==> config.mk <==
export PLATFORM = sky130hd
export DESIGN_NAME = dtfb_front
export DESIGN_NICKNAME = d
export VERILOG_FILES = /design/src/design/dtfb_pkg.sv /design/src/design/dtfb_front.sv
export SDC_FILE = /design/constraint.sdc
export NUM_CORES = 1
export LEC_CHECK = 0
export ABC_AREA = 1
export BUFFER_PORTS_ARGS = -buffer_cell sky130_fd_sc_hd__buf_2
export CORE_MARGIN = 4
export CORE_UTILIZATION = 36
export DETAILED_ROUTE_END_ITERATION = 10
export GPL_TIMING_DRIVEN = 1
export PLACE_DENSITY_LB_ADDON = 0.3
export REMOVE_ABC_BUFFERS = 1
export SLEW_MARGIN = 20
export SYNTH_ARGS = -nofsm -noshare
export SYNTH_HDL_FRONTEND = slang
export SYNTH_SLANG_ARGS = --single-unit
==> constraint.sdc <==
create_clock -name clock -period 4.2 [get_ports clock]
set_input_delay 0 -clock clock [delete_from_list [all_inputs] [get_ports clock]]
set_output_delay 0 -clock clock [all_outputs]
set_load 0.005 [all_outputs]
==> src/design/dtfb_pkg.sv <==
`timescale 1ns / 1ps

package dtfb_pkg;

   // Frame limits
   localparam int DEF_MAX_WIDTH  = 256;
   localparam int DEF_MAX_HEIGHT = 256;
   localparam int COORD_W        = 9;    // in-frame coordinates stay below 511
   localparam int DIM_W          = 13;   // holds any frame limit up to 4096

   // Queue depths
   localparam int CMD_DEPTH = 4;
   localparam int RSP_DEPTH = 2;

   // Field widths
   localparam int DEPTH_W = 32;
   localparam int RGB_W   = 24;
   localparam int CSR_IDX_W  = 2;
   localparam int CSR_DATA_W = 32;

   // Reset values of the frame size registers
   localparam logic [COORD_W-1:0] FRAME_DIM_RESET = 9'd256;

   // Item modes
   localparam logic [1:0] MODE_DRAW  = 2'd0;
   localparam logic [1:0] MODE_CLEAR = 2'd1;
   localparam logic [1:0] MODE_READ  = 2'd2;

   // Register indexes
   localparam logic [CSR_IDX_W-1:0] REG_FRAME_WIDTH = 2'd0;
   localparam logic [CSR_IDX_W-1:0] REG_FRAME_HEIGHT = 2'd1;
   localparam logic [CSR_IDX_W-1:0] REG_CLEAR_RGB   = 2'd2;
   localparam logic [CSR_IDX_W-1:0] REG_CLEAR_DEPTH = 2'd3;

   typedef enum logic [2:0] {
      OP_DRAW,
      OP_DRAW_TEST,
      OP_CLEAR,
      OP_READ,
      OP_OOB,
      OP_NONE
   } op_type;

   typedef struct packed {
      op_type               op;
      logic [COORD_W-1:0]   col;
      logic [COORD_W-1:0]   row;
      logic [DEPTH_W-1:0]   depth;
      logic [RGB_W-1:0]     rgb;
      logic                 clr_color;
      logic                 clr_depth;
   } cmd_type;

   typedef struct packed {
      logic [COORD_W-1:0]   act_w;
      logic [COORD_W-1:0]   act_h;
      logic [RGB_W-1:0]     clear_rgb;
      logic [DEPTH_W-1:0]   clear_depth;
   } cfg_type;

   typedef struct packed {
      logic [7:0] read_red;
      logic [7:0] read_green;
      logic [7:0] read_blue;
      logic       pixel_written;
      logic       out_of_bounds;
   } rsp_type;

endpackage

==> src/design/dtfb_front.sv <==
`timescale 1ns / 1ps

module dtfb_front #(
   parameter int MAX_WIDTH  = dtfb_pkg::DEF_MAX_WIDTH,
   parameter int MAX_HEIGHT = dtfb_pkg::DEF_MAX_HEIGHT
) (
   input  logic                  clock,
   input  logic                  reset,
   input  logic                  csr_valid,
   output logic                  csr_ready,
   input  logic [1:0]            csr_index,
   input  logic [31:0]           csr_data,
   input  logic                  req_push,
   output logic                  req_full,
   input  logic [1:0]            req_mode,
   input  logic signed [15:0]    req_x_pos,
   input  logic signed [15:0]    req_y_pos,
   input  logic [31:0]           req_depth_in,
   input  logic [7:0]            req_red_in,
   input  logic [7:0]            req_green_in,
   input  logic [7:0]            req_blue_in,
   input  logic                  req_use_depth_test,
   input  logic                  req_clear_color_sel,
   input  logic                  req_clear_depth_sel,
   output logic                  cmd_push,
   output dtfb_pkg::cmd_type     cmd,
   input  logic                  cmd_full,
   output dtfb_pkg::cfg_type     cfg
);

   import dtfb_pkg::*;

   logic [COORD_W-1:0] fw_ff;
   logic [COORD_W-1:0] fh_ff;
   logic [RGB_W-1:0]   clear_rgb_ff;
   logic [DEPTH_W-1:0] clear_depth_ff;
   logic [COORD_W-1:0] act_w;
   logic [COORD_W-1:0] act_h;
   logic signed [12:0] rx;
   logic signed [12:0] ry;
   logic signed [13:0] dy;
   logic               draw_in;
   logic               read_in;

   // 12.4 to integer, half away from zero
   function automatic logic signed [12:0] round_q4(input logic signed [15:0] v);
      logic [16:0] mag;
      logic [16:0] q;
      logic [12:0] qn;
      mag = v[15] ? (17'd0 - {1'b1, v}) : {1'b0, v};
      q   = (mag + 17'd8) >> 4;
      qn  = q[12:0];
      return v[15] ? $signed(13'd0 - qn) : $signed(qn);
   endfunction

   assign csr_ready = 1'b1;

   always_ff @(posedge clock) begin
      if (reset) begin
         fw_ff          <= FRAME_DIM_RESET;
         fh_ff          <= FRAME_DIM_RESET;
         clear_rgb_ff   <= '0;
         clear_depth_ff <= '0;
      end else if (csr_valid) begin
         case (csr_index)
            REG_FRAME_WIDTH:  fw_ff          <= csr_data[COORD_W-1:0];
            REG_FRAME_HEIGHT: fh_ff          <= csr_data[COORD_W-1:0];
            REG_CLEAR_RGB:    clear_rgb_ff   <= csr_data[RGB_W-1:0];
            REG_CLEAR_DEPTH:  clear_depth_ff <= csr_data[DEPTH_W-1:0];
            default: ;
         endcase
      end
   end

   // Saturate the frame size to the store limits
   assign act_w = ({4'b0, fw_ff} > DIM_W'(MAX_WIDTH))  ? COORD_W'(MAX_WIDTH)  : fw_ff;
   assign act_h = ({4'b0, fh_ff} > DIM_W'(MAX_HEIGHT)) ? COORD_W'(MAX_HEIGHT) : fh_ff;

   assign cfg.act_w       = act_w;
   assign cfg.act_h       = act_h;
   assign cfg.clear_rgb   = clear_rgb_ff;
   assign cfg.clear_depth = clear_depth_ff;

   assign rx = round_q4(req_x_pos);
   assign ry = round_q4(req_y_pos);
   // flip y to a row index
   assign dy = $signed({5'b0, act_h}) - 14'sd1 - $signed({ry[12], ry});

   assign draw_in = !rx[12] && (rx < $signed({4'b0, act_w}))
                 && !dy[13] && (dy < $signed({5'b0, act_h}));
   assign read_in = !req_x_pos[15] && (req_x_pos < $signed({7'b0, act_w}))
                 && !req_y_pos[15] && (req_y_pos < $signed({7'b0, act_h}));

   always_comb begin
      cmd.depth     = req_depth_in;
      cmd.rgb       = {req_red_in, req_green_in, req_blue_in};
      cmd.clr_color = req_clear_color_sel;
      cmd.clr_depth = req_clear_depth_sel;
      cmd.col       = rx[COORD_W-1:0];
      cmd.row       = dy[COORD_W-1:0];
      case (req_mode)
         MODE_DRAW: begin
            if (!draw_in) begin
               cmd.op = OP_OOB;
            end else if (req_use_depth_test) begin
               cmd.op = OP_DRAW_TEST;
            end else begin
               cmd.op = OP_DRAW;
            end
         end
         MODE_CLEAR: begin
            cmd.op = OP_CLEAR;
         end
         MODE_READ: begin
            cmd.op  = read_in ? OP_READ : OP_OOB;
            cmd.col = req_x_pos[COORD_W-1:0];
            cmd.row = req_y_pos[COORD_W-1:0];
         end
         default: begin
            cmd.op = OP_NONE;
         end
      endcase
   end

   assign req_full = cmd_full;
   assign cmd_push = req_push && !cmd_full;

endmodule

# ---- Yosys cells after proc, flatten, opt, wreduce, memory -nomap -nowiden
# Index checks and enable logic that the tools add are counted.
dict set report totals {
  output_inout_bits 156
  input_bits 132
  reg_bits 74
}
dict set report op_classes {
  n_lt_le_gt_ge 6
  reduce_logical 18
  muxes 11
  n_addsub 8
  n_eq_ne 5
}
# op count
set ops {}
lappend ops {{adder 17 x 4 -> 17 bit, second input constant} 2}
lappend ops {{2-to-1 mux 17 bit} 2}
lappend ops {{subtractor 1 x 17 -> 17 bit, first input constant} 2}
lappend ops {{< comparator 16 x 10 -> 1 bit} 2}
lappend ops {{2-to-1 mux 13 bit} 2}
lappend ops {{subtractor 1 x 13 -> 13 bit, first input constant} 2}
lappend ops {{greater-than comparator 9 bit, second input constant} 2}
lappend ops {{2-to-1 mux 18 bit} 1}
lappend ops {{2-to-1 mux 9 bit} 2}
lappend ops {{< comparator 14 x 10 -> 1 bit} 1}
lappend ops {{subtractor 10 x 13 -> 14 bit} 1}
lappend ops {{< comparator 13 x 10 -> 1 bit} 1}
lappend ops {{subtractor 9 x 1 -> 10 bit, second input constant} 1}
lappend ops {{case mux 3 bit (3 select lines)} 1}
lappend ops {{AND reduction 2 bit} 4}
lappend ops {{logical AND 1 bit} 7}
lappend ops {{equality test 2 bit, second input constant} 3}
lappend ops {{2-to-1 mux 3 bit} 2}
lappend ops {{logical NOT 1 bit} 5}
lappend ops {{equality test 2 x 1 -> 1 bit, second input constant} 2}
lappend ops {{logical NOT 2 bit} 2}
lappend ops {{2-to-1 mux 1 bit} 1}

# ---- Longest topological paths before layout
dict set report logic_depth {
  depth_word 11
  ltp_mapped 35
}

# ---- Least setup slack after synthesis
# No wires, ideal clock.
dict set report synth_path {
  path_type {in2out}
  startpoint {input req_y_pos[1]}
  endpoint {output cmd[78] (netlist bit)}
  path_buffers 0
  arrival_time_ns 3.863
  slack_ns 0.337
  path_stages 30
  required_ns 4.200
  cell_sequence {inv_1 nand3_1 nand2_1 xor2_1 inv_1 ha_1 or2_2 nand2_1 ha_1 nand2_1 nor2_1 nor2_1 xor2_1 ha_1 nand2_1 o21ai_0 a21oi_1 o21ai_0 xor2_1 ha_1 a2111oi_0 nand3_1 nor2_1 nand3_1 nor2_1 nand2_1 nor2_1 nand3_1 nand2_1 inv_1}
}
# item line_no
set synth_rtl {}
lappend synth_rtl {{start, declared} dtfb_front.sv:17} ;# input logic signed [15:0] req_y_pos,
lappend synth_rtl {{end, declared} dtfb_front.sv:26} ;# output dtfb_pkg::cmd_type cmd,

==> impl_results.md <==
- Status: completed
- Yosys reg bits: 74
- CP required: 4.20 ns
- Max H-tree Level: 3
- Synth Area in Compound Gates: 14.1%
- Dpl cell area: 8020 sq um
- Filler cell count: 2004
- Critical path's largest stage delay: 0.39 ns
- Synth Area per Inst: 6.23 sq um
- Max_slew headroom: 38.3%
- # IOs: 288
- Core Box Area: 19400 sq um
- Port bufs: 170
- Fraction of layout cells with a size suffix above 1: 28.1%
- DR pass1 iterations: 5
- Post-Syn Instances: 1139
- Core Rows: 51
- DP Wirelength: 19400 microns
- Number of flops mapped to enable cells by yosys: 0
- Mapped Area: 7090 sq um
- Pins Over Slew Limit: 0
- DIE WIDTH: 148 microns
- Post-Synth Simple-Gate Area: 33.6%
- N_diodes: 0
- Peak Freq: 244 MHz
- Vias/cell: 4.80
- XOR/XNOR Fraction of Synth Area: 5.77%
- Synth async-reset ratio: 0%
- Ranking of synthesized cells by area: dfxtp_1 21%, nand2_1 13%, ha_1 9.0%, inv_1 7.8%, nor2_1 7.8%
- Crit-path most repeated cell: buf_4
- Routed len/inst: 15.7 microns
- Gr ovfl total: 0
- PwrDens: 320 nW/um^2
- HP Class: in -> out
- Synth Area in Adders: 9.28%
- Worst EP arrival: 4.09 ns
- Worst path slowest cell: ha_2
- GRT Total Usage: 21.7%
- CTS tree: done
- Routed Antenna Nets: 0
- Crit end category: output pin
- Total power: 2.95 mW
- Mux cell area share after synthesis: 0%
- Synth cell types: 42
- Cell taking the most area after synthesis: dfxtp_1
- DIE AREA: 22000 sq um
- Placer Congestion: 0.909
- Initial core utilization: 36.6%
- Worst-margin pin slew: 0.925 ns
- Static leakage power: 4.76 nW
- Warnings, synthesis: 0
- DRC: 0
- Clock sink total: 74
- Fin nets: 1510
- CTS buffer count: 9
- Sequential-to-total area share from yosys stat: 20.9%
- RSZ-0062 raised after global routing: yes
- Crit path max fanout: 5
- Largest net degree at the start of global routing: 75
- Top FF cell, synth: dfxtp_1
- Main combinational cell family by area after synthesis: simple AND/OR/NAND/NOR gates
- Area Overhead vs Synth: 30.1%
- VDD IR max: 0.232 mV
- Clk_lat worst skew: 0.32 ns
- Worst Skew: 0 ns
- Initial antenna violation count: 0
- Nature of the critical path startpoint: input pin
- Root Buffer: clkbuf_16
- Max Cap Viol: 0
- Clk buf depth: 2
- Period Utilization, post-route: 97.5%
- Hold Slack: 0.0000111 ns
- Vias: 7654
- Min Tclk post-route: 4.09 ns
- Vias in the first global route: 7258
- CP Class: in -> out
- Post-route cell area: 9230 sq um
- Final Hold Vio Count: 0
- First-pass GRT wire length: 38200 microns
- Post-synth top area share: 20.9%
- Post-synth top cells: 237 x nand2_1, 147 x inv_1, 147 x nor2_1
- Chip height: 148 microns
- Count leader, synth: nand2_1
- Post-Route WL: 25000 microns
- Initial DRC count: 367
- Final setup viols: 0
==> logic make-up (layout without fill, tap and decap cells) <==
kind of cell	after synthesis	after routing
and+or+nand+nor	537	537
xor gates and xnor gates	39	39
AOI/OAI and AO/OA	192	192
adders and majority gates	52	52
other	1	1
buffers and inverters	244	435
DFF	74	74
==> path summary, 6_finish.rpt <==
kind	startpoint	endpoint	slack, ns	cells past startpoint
max reg2reg	fh_ff[8]	fh_ff[8]	3.31	3
max	req_y_pos[1]	cmd[78]	0.11	38
min	req_red_in[4]	cmd[22]	0.00001	0
min reg2reg	clear_depth_ff[8]	clear_depth_ff[8]	0.44	2
==> area by class of cell <==
class                           count  area [sq um]  area share, %
Multi-Input combinational cell    821          4840           52.4
Timing Repair Buffer              266          1680           18.2
Sequential cell                    74          1480           16.1
Inverter                          154           581           6.29
Tap cell                          265           332           3.59
Clock buffer                       11           243           2.63
Clock inverter                      4          76.3          0.827
==> routing by layer <==
| layer | up-vias | track usage (%) | wire length [microns] |
|---|---|---|---|
| met5 | - | 7.27 | 156 |
| met4 | 4 | 3.05 | 252 |
| met2 | 257 | 31.5 | 10300 |
| li1 | 3948 | - | - |
| met3 | 24 | 10.8 | 2800 |
| met1 | 3421 | 29.1 | 11500 |
==> per-stage QoR <==
step	instances	util, %	TNS (ns)	setup slack (ns)
2_1_floorplan	1049	-	0	0.328
3_3_place_gp	1526	41.3	-0.118	-0.0846
5_1_grt	1595	47.6	-0.440	-0.234
6_report	1595	47.6	0	0.107
3_5_place_dp	1526	41.3	-0.240	-0.147
4_1_cts	1585	45.5	0	0.00732
==> placed cells by master (no fill, tap or decap), types with 10 or more instances in the layout <==
cell type,n
nand2_1,222
buf_2,168
inv_1,141
nor2_1,138
o21ai_0,99
dfxtp_1,73
nand3_1,70
a21oi_1,62
buf_4,62
ha_1,43
dlygate4sd3_1,30
nand2_2,28
xor2_1,20
nor2_2,16
nand4_1,12
nor2_4,10
==> registers in the layout (all words and copies together), names as in the netlist <==
register        count
clear_rgb_ff       24
fh_ff               9
fw_ff               9
clear_depth_ff     32
==> repair_timing <==
action / in CTS / in global routing
resized for setup: 28 / 68
pin swaps: 27 / 61
hold endpoints to repair: 52 / 0
buffers inserted: 14 / 10
hold buffers: 30 / 0
endpoints found under the setup margin: 2 / 2
==> where the power goes <==
part | internal (mW) | total [mW] | leakage, nW | switching, mW
Clock | 0.534 | 0.822 | 0.152 | 0.287
Sequential | 0.739 | 0.760 | 0.605 | 0.0211
Combinational | 0.624 | 1.37 | 4.01 | 0.744
==> worst max-delay path, delay by kind of cell <==
family                   cells  cell delay (ns)
XOR/XNOR                     2             0.33
AO/OA/AOI/OAI                2             0.20
buffers and inverters       14             1.54
AND/OR/NAND/NOR             19             1.64
adder cells (fa/ha/maj)      1             0.39
No activity file was read; power rests on OpenSTA's default activity.
