$ cat config.mk
export PLATFORM = sky130hd
export DESIGN_NAME = dtfb_fifo
export DESIGN_NICKNAME = d
export VERILOG_FILES = /design/src/design/dtfb_fifo.sv
export SDC_FILE = /design/constraint.sdc
export NUM_CORES = 1
export LEC_CHECK = 0
export BUFFER_PORTS_ARGS = -buffer_cell sky130_fd_sc_hd__buf_4
export CORE_ASPECT_RATIO = 0.8
export CORE_MARGIN = 8
export CORE_UTILIZATION = 30
export DETAILED_ROUTE_END_ITERATION = 8
export PLACE_DENSITY = 0.51
export SETUP_SLACK_MARGIN = 0.2
export SLEW_MARGIN = 20
export SYNTH_ARGS = -nofsm -noshare
export SYNTH_HDL_FRONTEND = slang
export SYNTH_SLANG_ARGS = --single-unit
$ cat constraint.sdc
create_clock -name clock -period 3.96 [get_ports clock]
set_input_delay 0.198 -clock clock [delete_from_list [all_inputs] [get_ports clock]]
set_output_delay 0.198 -clock clock [all_outputs]
set_load 0.01 [all_outputs]
$ cat src/design/dtfb_fifo.sv
`timescale 1ns / 1ps

module dtfb_fifo #(
   parameter int DATA_W = 8,
   parameter int DEPTH  = 2
) (
   input  logic              clock,
   input  logic              reset,
   input  logic              push,
   input  logic [DATA_W-1:0] wr_data,
   output logic              full,
   input  logic              pop,
   output logic [DATA_W-1:0] rd_data,
   output logic              empty
);

   localparam int PW = (DEPTH > 1) ? $clog2(DEPTH) : 1;
   localparam int CW = $clog2(DEPTH + 1);

   logic [DATA_W-1:0] slot_ff [DEPTH];
   logic [PW-1:0]     wr_ptr_ff;
   logic [PW-1:0]     rd_ptr_ff;
   logic [CW-1:0]     count_ff;
   logic              do_push;
   logic              do_pop;

   assign full    = (count_ff == CW'(DEPTH));
   assign empty   = (count_ff == '0);
   assign do_push = push && !full;
   assign do_pop  = pop && !empty;
   assign rd_data = slot_ff[rd_ptr_ff];

   always_ff @(posedge clock) begin
      if (do_push) begin
         slot_ff[wr_ptr_ff] <= wr_data;
      end
   end

   always_ff @(posedge clock) begin
      if (reset) begin
         wr_ptr_ff <= '0;
         rd_ptr_ff <= '0;
         count_ff  <= '0;
      end else begin
         if (do_push) begin
            wr_ptr_ff <= (wr_ptr_ff == PW'(DEPTH - 1)) ? '0 : wr_ptr_ff + 1'b1;
         end
         if (do_pop) begin
            rd_ptr_ff <= (rd_ptr_ff == PW'(DEPTH - 1)) ? '0 : rd_ptr_ff + 1'b1;
         end
         if (do_push && !do_pop) begin
            count_ff <= count_ff + 1'b1;
         end else if (do_pop && !do_push) begin
            count_ff <= count_ff - 1'b1;
         end
      end
   end

endmodule

Word level (Yosys, flattened, before mapping). Memories as Yosys holds them, arrays and structs flattened. A register that Yosys moved wholly into a read port is not among the register bits. Cells that the tools add are included.

Register bits after elaboration: 4. Bits in latches: 0. Memory bits (writable): 16. Bits in read-only memories: 0. Input bits: 12. Output and inout bits: 10. Memories kept: 1.

Memories: slot_ff (depth 2, bits a word 8, rd ports 1, clocked after memory_dff 1, wr ports 1, RTL line 20) `logic [DATA_W-1:0] slot_ff [DEPTH];`.

Add/subtract/negate cells: 4. Multipliers: 0. Divide/modulo/power cells: 0. Magnitude comparators: 0. Equality and inequality tests: 1. Shifts and indexed selects: 0. Mux-type cells: 8. Bitwise gates (word level): 0. Reductions and logical operators: 10.

Operators by type and width (count): $mux W1 (6); $logic_and A1 B1 Y1 (4); $logic_not A1 Y1 (4); $mux W2 (2); $add A1 B1 Y1 const B (2); $add A2 B1 Y2 const B (1); $eq A2 B2 Y1 const B (1); $logic_not A2 Y1 (1); $reduce_bool A2 Y1 (1); $sub A2 B1 Y2 const B (1).

Logic depth before layout (Yosys ltp). Gate-level depths: netlist (run 1).

Depth in word-level cells: 7. Gate-level depth with buffers: 6. Gate-level depth less buffers: 6.

Least setup slack after synthesis (run 1). No wires, ideal clock.

Kind: register -> register. From: register count_ff[1]. To: register count_ff[1]. Library setup time: 0.070 ns. Data arrival time: 1.422 ns. Required time: 3.890 ns. Slack: 2.468 ns. Stages on the path, launching flop included: 6. Clock period less this slack: 1.492 ns. Cells stage by stage: dfxtp_1 > nor2b_2 > nor2_1 > ha_1 > or3_1 > a21oi_1.

Word-level cells in the longest chain between the ends: 6. Elaborated cells between the ends (all ways): 15. Those cells by class: add/sub: 2; eq/ne: 1; mux: 2; reduce/logical: 10.

RTL lines: start, declared (RTL line 23) `logic [CW-1:0] count_ff;`; start signal, assigned (RTL line 52) `count_ff <= count_ff + 1'b1;`; start signal, assigned (RTL line 54) `count_ff <= count_ff - 1'b1;`; $eq A2 B2 Y1 (*) (RTL line 27) `assign full = (count_ff == CW'(DEPTH));`; named net full (RTL line 11) `output logic full,`; $logic_not A1 Y1 (*) (RTL line 29) `assign do_push = push && !full;`; $logic_and A1 B1 Y1 (*) (RTL line 29); $logic_not A1 Y1 (RTL line 53) `end else if (do_pop && !do_push) begin`; $logic_and A1 B1 Y1 (RTL line 53); $reduce_bool A2 Y1 (no source line).

The timed path passes the listed nets; every way through them passes the cells marked *. The select of a mux whose other input is x is not followed. A chain may end at the register's enable or synchronous reset.

Worst setup path in the final report (run 1).
From: register count_ff[0]. To: register count_ff[1].

Word-level cells in the longest chain between the ends: 6. Elaborated cells between the ends (all ways): 15. Those cells by class: add/sub: 2; eq/ne: 1; mux: 2; reduce/logical: 10.

RTL lines (RTL line): $eq A2 B2 Y1 / $logic_not A2 Y1 (equally long branches) (27, 28); $logic_not A1 Y1 (on tied branches) (29, 30); $logic_and A1 B1 Y1 (on tied branches) (29, 30); $logic_not A1 Y1 (on tied branches) (53, 51); $logic_and A1 B1 Y1 (on tied branches) (53, 51); $reduce_bool A2 Y1 (no source line) / $mux W2 (equally long branches).

Parallel ways exist; a longest one is shown, timed or not. The select of a mux whose other input is x is not followed.

==> results of run 1 <==
logic make-up (layout without fill, tap and decap cells):
kind of cell    Yosys count  in the layout  synth area share (%)
mux                       8              8                  11.4
compound gates            5              5                  3.15
fa+ha+maj                 1              1                  1.58
flops                    21             21                  73.2
xor+xnor                  3              3                  3.31
buf+inv                   3             27                  1.58
simple gates              9              9                  5.84
flip-flops by register name (all words and copies together), names as in the netlist, named ones only:
name       flops
wr_ptr_ff      1
rd_ptr_ff      1
slot_ff       16
count_ff       2
worst max path at each step:
stage	start	endpoint	slack, ps	cells after the start
2_1_floorplan	count_ff[1]	count_ff[1]	2470	5
3_3_place_gp	count_ff[0]	count_ff[1]	2450	4
3_5_place_dp	count_ff[0]	count_ff[1]	2380	4
4_1_cts	flip-flop	rd_data[3]	2320	2
5_1_grt	count_ff[1]	count_ff[1]	2240	5
6_report	count_ff[0]	count_ff[1]	2330	4
report_power, final:
group / total, mW / internal [mW] / switching, mW / leakage [nW]
sequential: 0.311 / 0.281 / 0.0301 / 0.191
combinational: 0.204 / 0.109 / 0.0946 / 0.190
clock: 0.101 / 0.0377 / 0.0633 / 0.0177
critical path, delay by kind of cell (launching register included):
kind | cells | cell delay (ps)
AO/OA/AOI/OAI | 2 | 460
AND/OR/NAND/NOR | 1 | 400
adder cells (fa/ha/maj) | 1 | 330
flip-flops | 1 | 380
metrics by stage:
| step | power, mW | utilization (%) | instance area [µm²] |
|---|---|---|---|
| after global routing | 0.654 | 41.0 | 1020 |
| after CTS | 0.627 | 41.0 | 1020 |
| final | 0.616 | 41.0 | 1020 |
| after floorplan | 0.430 | - | 793 |
| after detailed placement | 0.521 | 39.9 | 991 |
| after global placement | 0.518 | 39.9 | 991 |
routing by layer:
layer	track usage, %	vias to the layer above	wire length [µm]
met4	5.10	0	42
li1	-	226	-
met1	6.14	211	567
met2	11.0	20	676
met5	0	-	0
met3	4.97	6	155
cells in the final DEF, fill, tap and decap left out, types with 3 or more instances in the layout:
cell type,instances
sky130_fd_sc_hd__buf_4,21
sky130_fd_sc_hd__edfxtp_1,16
sky130_fd_sc_hd__nor2_1,5
sky130_fd_sc_hd__xor2_1,3
sky130_fd_sc_hd__clkbuf_4,3
sky130_fd_sc_hd__dfxtp_1,5
sky130_fd_sc_hd__o21ai_0,3
sky130_fd_sc_hd__mux2_2,8
area by class of cell:
| class | instances | area (µm²) | area share (%) |
|---|---|---|---|
| clock buffers | 3 | 22.5 | 2.21 |
| clock inverters | 1 | 5.00 | 0.491 |
| inverters | 2 | 7.51 | 0.737 |
| multi-input cells | 26 | 200 | 19.7 |
| flip-flops and latches | 21 | 581 | 57.0 |
| well taps | 36 | 45.0 | 4.42 |
| repair buffers | 21 | 158 | 15.5 |
==> flow_metrics.env, run 1 <==
export IMPL_grt_antenna_before_repair=0
export IMPL_yosysMostFrequentCell="sky130_fd_sc_hd__edfxtp_1"
export IMPL_min_delay_worst_endpoint="slot_ff[1][7]"
export IMPL_synth_seq_area_share_pct=73.2
export IMPL_postSynth_topFlopCell="sky130_fd_sc_hd__edfxtp_1"
export IMPL_relSlewSlack_pct=74.3
export IMPL_total_leakage_power_nw=0.399
export IMPL_r2r_worst_path_cells=4
export IMPL_cap_violations=0
export IMPL_tritoncts_num_sinks=21
export IMPL_clkSlewWorstSetupHoldPaths_ps=110
export IMPL_fp_dieArea_um2=4560
export IMPL_worstPathMaxFanout=5
export IMPL_initialDrtViolationCount=15
export IMPL_clk_latency_ps=300
export IMPL_cts_hold_buffers=0
export IMPL_run_status="completed"
export IMPL_dpl_hpwl_um=1040
export IMPL_cts_path_max_buffers=2
export IMPL_r2r_start="count_ff[0]"
export IMPL_wl_um=1440
export IMPL_die_width_um=73.5
export IMPL_vias=463
export IMPL_placement_setup_worst_slack_ps=2380
export IMPL_die_y_um=62.0
export IMPL_pin_count_of_the_biggest_net_entering_global_routing=13
export IMPL_postSynthNetCount=63
export IMPL_netlist_cell_type_count=13
export IMPL_finish_net_count=88
export IMPL_vdd_ir_drop_max_v=0.000229
export IMPL_fillCellCount=261
export IMPL_minimum_hold_slack_ps=69.9
export IMPL_design_core_area_um2=2480
export IMPL_grt_overflow=0
export IMPL_cp_start_kind="flip-flop"
export IMPL_rsz0062_at_grt="false"
export IMPL_cts_tree="built"
export IMPL_number_of_synthesized_flops_with_an_enable_pin=16
export IMPL_synth_area_um2=793
export IMPL_timing_fmax_mhz=614
export IMPL_routed_wire_length_per_instance_um=13.1
export IMPL_setup_viol=0
export IMPL_grt_pass1_wl_um=2220
export IMPL_maxSlewViolCount=0
export IMPL_timing_critical_path_to_type="flip-flop"
export IMPL_r2r_end="count_ff[1]"
export IMPL_fin_cells=110
export IMPL_io_pin_count=22
export IMPL_timing_worst_setup_path_type="reg -> reg"
export IMPL_timing_final_crit_period_ps=1630
export IMPL_crit_chain="o21ai_0, ha_1, or3_1, a21oi_1"
export IMPL_hold_viol_final=0
export IMPL_post_drt_via_cell_ratio=4.21
export IMPL_synth_warning_count=0
export IMPL_clockRootBuffer="sky130_fd_sc_hd__clkbuf_4"
export IMPL_synth_top_cells_by_area="sky130_fd_sc_hd__edfxtp_1 61%, sky130_fd_sc_hd__dfxtp_1 13%, sky130_fd_sc_hd__mux2_2 11%, sky130_fd_sc_hd__xor2_1 3.3%, sky130_fd_sc_hd__nor2_1 2.4%"
export IMPL_timing_reg2reg_setup_slack_ps=2330
export IMPL_worst_slew_pin_transition_ps=386
export IMPL_async_reset_ff_share_pct=0
export IMPL_yosys_top_cell_area_share_pct=60.6
export IMPL_gp_routability_congestion=0.698
export IMPL_flip_flop_and_latch_count_after_synthesis=21
export IMPL_numPortBuffers=21
export IMPL_cts_htree_levels=1
export IMPL_worst_path_max_delay_cell="sky130_fd_sc_hd__or3_1"
export IMPL_syn_inst=50
export IMPL_synthDominantAreaCellType="sky130_fd_sc_hd__edfxtp_1"
export IMPL_cts_buffers=3
export IMPL_grt_pass1_vias=492
export IMPL_worst_hold_path_num_cells=1
export IMPL_cts_repair_resized=0
export IMPL_timing_clock_skew_ps=1.70
export IMPL_setup_ws_ps=2330
export IMPL_detail_route_antenna_nets=0
export IMPL_netlist_top_cells_count="16 x sky130_fd_sc_hd__edfxtp_1, 8 x sky130_fd_sc_hd__mux2_2, 5 x sky130_fd_sc_hd__dfxtp_1, 5 x sky130_fd_sc_hd__nor2_1"
export IMPL_holdCritPathClass="in -> reg"
export IMPL_synth_avg_cell_area_um2=15.9
export IMPL_cellPowerDensity_nw_per_um2=605
export IMPL_num_antenna_cells=0
export IMPL_initial_utilization_pct=32.0
export IMPL_arrival_ps=1870
export IMPL_first_pass_iters=4
export IMPL_row_count=16
export IMPL_cp_data_required_time_ps=4200
export IMPL_finalSetupTns_ps=0
export IMPL_crit_path_max_incr_delay_ps=400
export IMPL_post_route_drc_count=0
export IMPL_timing_hold_worst_start="wr_data[7]"
export IMPL_layout_drive_gt1_share_pct=45.9
export IMPL_syn_to_layout_area_delta_pct=28.4
export IMPL_grt_util_all_layers_pct=6.90
export IMPL_numPlacedInstances=106
export IMPL_final_worst_path_period_share_pct=41.1
export IMPL_cts_setup_buffers=0
Note: power is estimated with default switching activity, not from simulation.
==> run 2: changes to the inputs <==
Clock period 3.96 ns to 1.5 ns, I/O delays scaled along.
==> flow_metrics.env, run 2 (same netlist as run 1, synthesis figures left out) <==
export IMPL_grt_overflow=0
export IMPL_grt_util_all_layers_pct=7.69
export IMPL_worstPathMaxFanout=5
export IMPL_worst_hold_path_num_cells=4
export IMPL_area_of_the_multi_input_gates_um2=267
export IMPL_initialDrtViolationCount=36
export IMPL_clkSlewWorstSetupHoldPaths_ps=110
export IMPL_setup_ws_ps=86.9
export IMPL_top_regs="slot_ff: 16 flops, count_ff: 2 flops"
export IMPL_timing_critical_path_to_type="flip-flop"
export IMPL_row_count=16
export IMPL_totalPowerFinal_mw=1.94
export IMPL_worst_slew_pin_transition_ps=173
export IMPL_timing_clock_skew_ps=4.33
export IMPL_largest_register_ffs=16
export IMPL_layout_common_cells="18 x sky130_fd_sc_hd__buf_4, 16 x sky130_fd_sc_hd__edfxtp_1, 9 x sky130_fd_sc_hd__dlygate4sd3_1, 9 x sky130_fd_sc_hd__buf_6, 8 x sky130_fd_sc_hd__mux2_4"
export IMPL_grt_pass1_wl_um=2600
export IMPL_final_worst_path_period_share_pct=94.2
export IMPL_finish_net_count=103
export IMPL_vdd_ir_drop_max_v=0.000742
export IMPL_fillCellCount=234
export IMPL_pin_count_of_the_biggest_net_entering_global_routing=13
export IMPL_num_antenna_cells=0
export IMPL_run_status="completed"
export IMPL_r2r_worst_path_cells=5
export IMPL_grt_antenna_before_repair=0
export IMPL_syn_to_layout_area_delta_pct=59.5
export IMPL_fp_dieArea_um2=4560
export IMPL_initial_utilization_pct=32.0
export IMPL_timing_worst_setup_path_type="reg -> reg"
export IMPL_tritoncts_num_sinks=21
export IMPL_clk_latency_ps=300
export IMPL_holdCritPathClass="in -> reg"
export IMPL_die_y_um=62.0
export IMPL_arrival_ps=1650
export IMPL_relSlewSlack_pct=88.5
export IMPL_rsz0062_at_grt="true"
export IMPL_first_pass_iters=2
export IMPL_timing_final_crit_period_ps=1410
export IMPL_sequential_cell_area_um2=589
export IMPL_largest_register="slot_ff"
export IMPL_die_width_um=73.5
export IMPL_clockRootBuffer="sky130_fd_sc_hd__clkbuf_4"
export IMPL_wl_um=1600
export IMPL_setup_viol=0
export IMPL_most_frequent_standard_cell_in_the_layout_excluding_fill_and_tap_cells="sky130_fd_sc_hd__buf_4"
export IMPL_grt_pass1_vias=555
export IMPL_cts_buffers=3
export IMPL_numPortBuffers=21
export IMPL_cp_data_required_time_ps=1740
export IMPL_routed_wire_length_per_instance_um=12.8
export IMPL_cp_start_kind="flip-flop"
export IMPL_maxSlewViolCount=0
export IMPL_placement_setup_worst_slack_ps=49.3
export IMPL_gp_routability_congestion=0.725
export IMPL_vias=516
export IMPL_detail_route_antenna_nets=0
export IMPL_cts_tree="built"
export IMPL_layout_drive_gt1_share_pct=52.8
export IMPL_cts_path_max_buffers=2
export IMPL_hold_viol_final=0
export IMPL_cap_violations=0
export IMPL_post_route_drc_count=0
export IMPL_timing_fmax_mhz=708
export IMPL_dpl_hpwl_um=1090
export IMPL_post_drt_via_cell_ratio=4.13
export IMPL_finalSetupTns_ps=0
export IMPL_design_core_area_um2=2480
export IMPL_io_pin_count=22
export IMPL_minimum_hold_slack_ps=132
export IMPL_cellPowerDensity_nw_per_um2=1540
export IMPL_cts_htree_levels=1
export IMPL_total_leakage_power_nw=0.512
[run 2: path summary, 6_finish.rpt]
check              start          end  slack [ps]
max          count_ff[1]  count_ff[1]          90
min                  pop    flip-flop         130
max reg2reg  count_ff[1]  count_ff[1]          90
min reg2reg    wr_ptr_ff    wr_ptr_ff         490
[run 2: final cells by class]
type                       count  area share (%)
clock buffer                   3            1.78
inverter                       2           0.791
timing repair buffer          36            25.8
sequential                    21            46.6
tap                           36            3.56
multi-input combinational     26            21.1
clock inverter                 1           0.396
[run 2: through the flow]
stage	utilization, %	instances	cell area, µm²
after floorplan	-	50	801
after global placement	40.8	108	1010
after detailed placement	40.8	108	1010
after CTS	48.4	124	1200
after global routing	51.0	125	1260
final	51.0	125	1260
[run 2: where the power goes]
part / switching, mW / leakage (nW) / total, mW / internal (mW)
Combinational: 0.299 / 0.302 / 0.810 / 0.511
Clock: 0.172 / 0.0177 / 0.271 / 0.0995
Sequential: 0.103 / 0.192 / 0.861 / 0.759
[run 2: per-layer routing]
| metal | GRT usage, % | routed length [µm] | vias up |
|---|---|---|---|
| met1 | 8.30 | 683 | 243 |
| met2 | 12.6 | 771 | 14 |
| met3 | 4.81 | 140 | 0 |
| met5 | 0 | 0 | - |
| met4 | 1.70 | 0 | 0 |
| li1 | - | - | 259 |
[run 2: what timing repair did]
action | in CTS | in global routing
setup buffers | 3 | 1
setup endpoints to repair | 17 | 18
gates resized for setup | 16 | 12
endpoints found under the hold margin | 21 | 0
hold buffers | 9 | 0
pin swaps | 3 | 3
[run 2: worst max-delay path: stages (launching register included)]
cell and delay (ps):
sky130_fd_sc_hd__dfxtp_4 370, sky130_fd_sc_hd__buf_4 140, sky130_fd_sc_hd__o21ai_4 150, sky130_fd_sc_hd__ha_4 220, sky130_fd_sc_hd__or3_1 350, sky130_fd_sc_hd__a21oi_1 120
==> run 3: changes to the inputs <==
Settings changed: SETUP_SLACK_MARGIN 0.2 to 0.15.
==> flow_metrics.env, run 3 (same netlist as run 1, synthesis figures left out) <==
export IMPL_die_y_um=62.0
export IMPL_clockRootBuffer="sky130_fd_sc_hd__clkbuf_4"
export IMPL_post_route_drc_count=0
export IMPL_cp_data_required_time_ps=1730
export IMPL_minimum_hold_slack_ps=139
export IMPL_cts_tree="built"
export IMPL_crit_path_leading_delay_family="simple AND/OR/NAND/NOR gates"
export IMPL_timing_final_crit_period_ps=1380
export IMPL_vias=504
export IMPL_num_antenna_cells=0
export IMPL_initial_utilization_pct=32.0
export IMPL_cts_buffers=3
export IMPL_largest_register="slot_ff"
export IMPL_fp_dieArea_um2=4560
export IMPL_holdCritPathClass="in -> reg"
export IMPL_grt_antenna_before_repair=0
export IMPL_final_worst_path_period_share_pct=92.2
export IMPL_top_regs="slot_ff: 16 flops, count_ff: 2 flops"
export IMPL_initialDrtViolationCount=39
export IMPL_cap_violations=0
export IMPL_worst_slew_pin_transition_ps=209
export IMPL_layout_drive_gt1_share_pct=51.7
export IMPL_most_frequent_standard_cell_in_the_layout_excluding_fill_and_tap_cells="sky130_fd_sc_hd__buf_4"
export IMPL_cellPowerDensity_nw_per_um2=1500
export IMPL_hold_viol_final=0
export IMPL_worstPathMaxFanout=5
export IMPL_placement_setup_worst_slack_ps=49.3
export IMPL_largest_register_ffs=16
export IMPL_grt_overflow=0
export IMPL_first_pass_iters=2
export IMPL_detail_route_antenna_nets=0
export IMPL_timing_critical_path_buf_inv=0
export IMPL_die_width_um=73.5
export IMPL_post_drt_via_cell_ratio=4.10
export IMPL_total_leakage_power_nw=0.485
export IMPL_grt_util_all_layers_pct=7.38
export IMPL_timing_critical_path_to_type="flip-flop"
export IMPL_arrival_ps=1620
export IMPL_place_area_um2=1010
export IMPL_area_of_the_multi_input_gates_um2=250
export IMPL_setup_viol=0
export IMPL_cp_start_kind="flip-flop"
export IMPL_pin_count_of_the_biggest_net_entering_global_routing=13
export IMPL_timing_worst_setup_path_type="reg -> reg"
export IMPL_timing_fmax_mhz=723
export IMPL_worst_path_max_delay_cell="sky130_fd_sc_hd__dfxtp_4"
export IMPL_fillCellCount=249
export IMPL_finalSetupTns_ps=0
export IMPL_io_pin_count=22
export IMPL_clkSlewWorstSetupHoldPaths_ps=120
export IMPL_run_status="completed"
export IMPL_grt_pass1_wl_um=2490
export IMPL_cts_htree_levels=1
export IMPL_crit_chain="nor2b_4, nor2_2, ha_4, xor2_1, or3_1, a21oi_1"
export IMPL_layout_common_cells="25 x sky130_fd_sc_hd__buf_4, 16 x sky130_fd_sc_hd__edfxtp_1, 9 x sky130_fd_sc_hd__dlygate4sd3_1, 7 x sky130_fd_sc_hd__mux2_4, 4 x sky130_fd_sc_hd__nor2_1"
export IMPL_tritoncts_num_sinks=21
export IMPL_dpl_hpwl_um=1090
export IMPL_routed_wire_length_per_instance_um=12.8
export IMPL_grt_pass1_vias=552
export IMPL_setup_ws_ps=116
export IMPL_clk_latency_ps=300
export IMPL_design_core_area_um2=2480
export IMPL_wl_um=1570
export IMPL_final_util_pct=48.2
export IMPL_fin_cells=123
export IMPL_totalPowerFinal_mw=1.79
export IMPL_crit_path_max_incr_delay_ps=380
export IMPL_syn_to_layout_area_delta_pct=50.9
export IMPL_postLayoutCellArea_um2=1200
export IMPL_timing_clock_skew_ps=7.03
export IMPL_cts_path_max_buffers=2
export IMPL_rsz0062_at_grt="true"
export IMPL_vdd_ir_drop_max_v=0.000611
export IMPL_maxSlewViolCount=0
export IMPL_finish_net_count=101
export IMPL_gp_routability_congestion=0.725
export IMPL_relSlewSlack_pct=86.0
export IMPL_row_count=16
export IMPL_numPlacedInstances=108
export IMPL_sequential_cell_area_um2=589
export IMPL_numPortBuffers=21
==> run 3: cell count changes in the layout (fill, tap and decap cells not counted), sizes merged <==
cell and delta:
buf -2
==> run 3: per-layer routing <==
metal / part of all wire [%] / GRT usage, % / up-vias
met5: 0 / 0 / -
met4: 0 / 1.70 / 0
met3: 9.2 / 4.81 / 0
met2: 49 / 12.3 / 14
met1: 42 / 7.64 / 235
li1: - / - / 255
==> run 3: timing repair <==
action | CTS | global route
setup endpoints to repair | 17 | 9
pin swaps | 3 | 2
hold buffers | 9 | 0
gates resized for setup | 6 | 9
endpoints found under the hold margin | 21 | 0
setup buffers | 2 | 0
==> run 3: final cells by class <==
cell class | instances | area share, %
Clock buffer | 3 | 1.88
Clock inverter | 1 | 0.418
Inverter | 2 | 0.627
Multi-Input combinational cell | 26 | 20.9
Sequential cell | 21 | 49.2
Tap cell | 36 | 3.76
Timing Repair Buffer | 34 | 23.2
==> run 3: final timing paths <==
check,start,to,slack [ps],depth (start not counted)
setup / recovery,count_ff[1],count_ff[1],120,6
hold / removal,push,wr_ptr_ff,140,4
setup reg to reg,count_ff[1],count_ff[1],120,6
hold reg to reg,wr_ptr_ff,wr_ptr_ff,490,2
==> run 3: worst reg2reg max path, delay by kind of cell, from the launching register on <==
kind                       cells  cell delay [ps]
and+or+nand+nor                3              530
DFF                            1              380
adders and majority gates      1              150
xor gates and xnor gates       1              140
AOI/OAI and AO/OA              1              120
==> run 3: report_power, final <==
group | total [mW] | leakage (nW) | switching, mW | internal, mW
Combinational | 0.661 | 0.274 | 0.258 | 0.403
Clock | 0.268 | 0.0177 | 0.169 | 0.0995
Sequential | 0.861 | 0.192 | 0.102 | 0.759
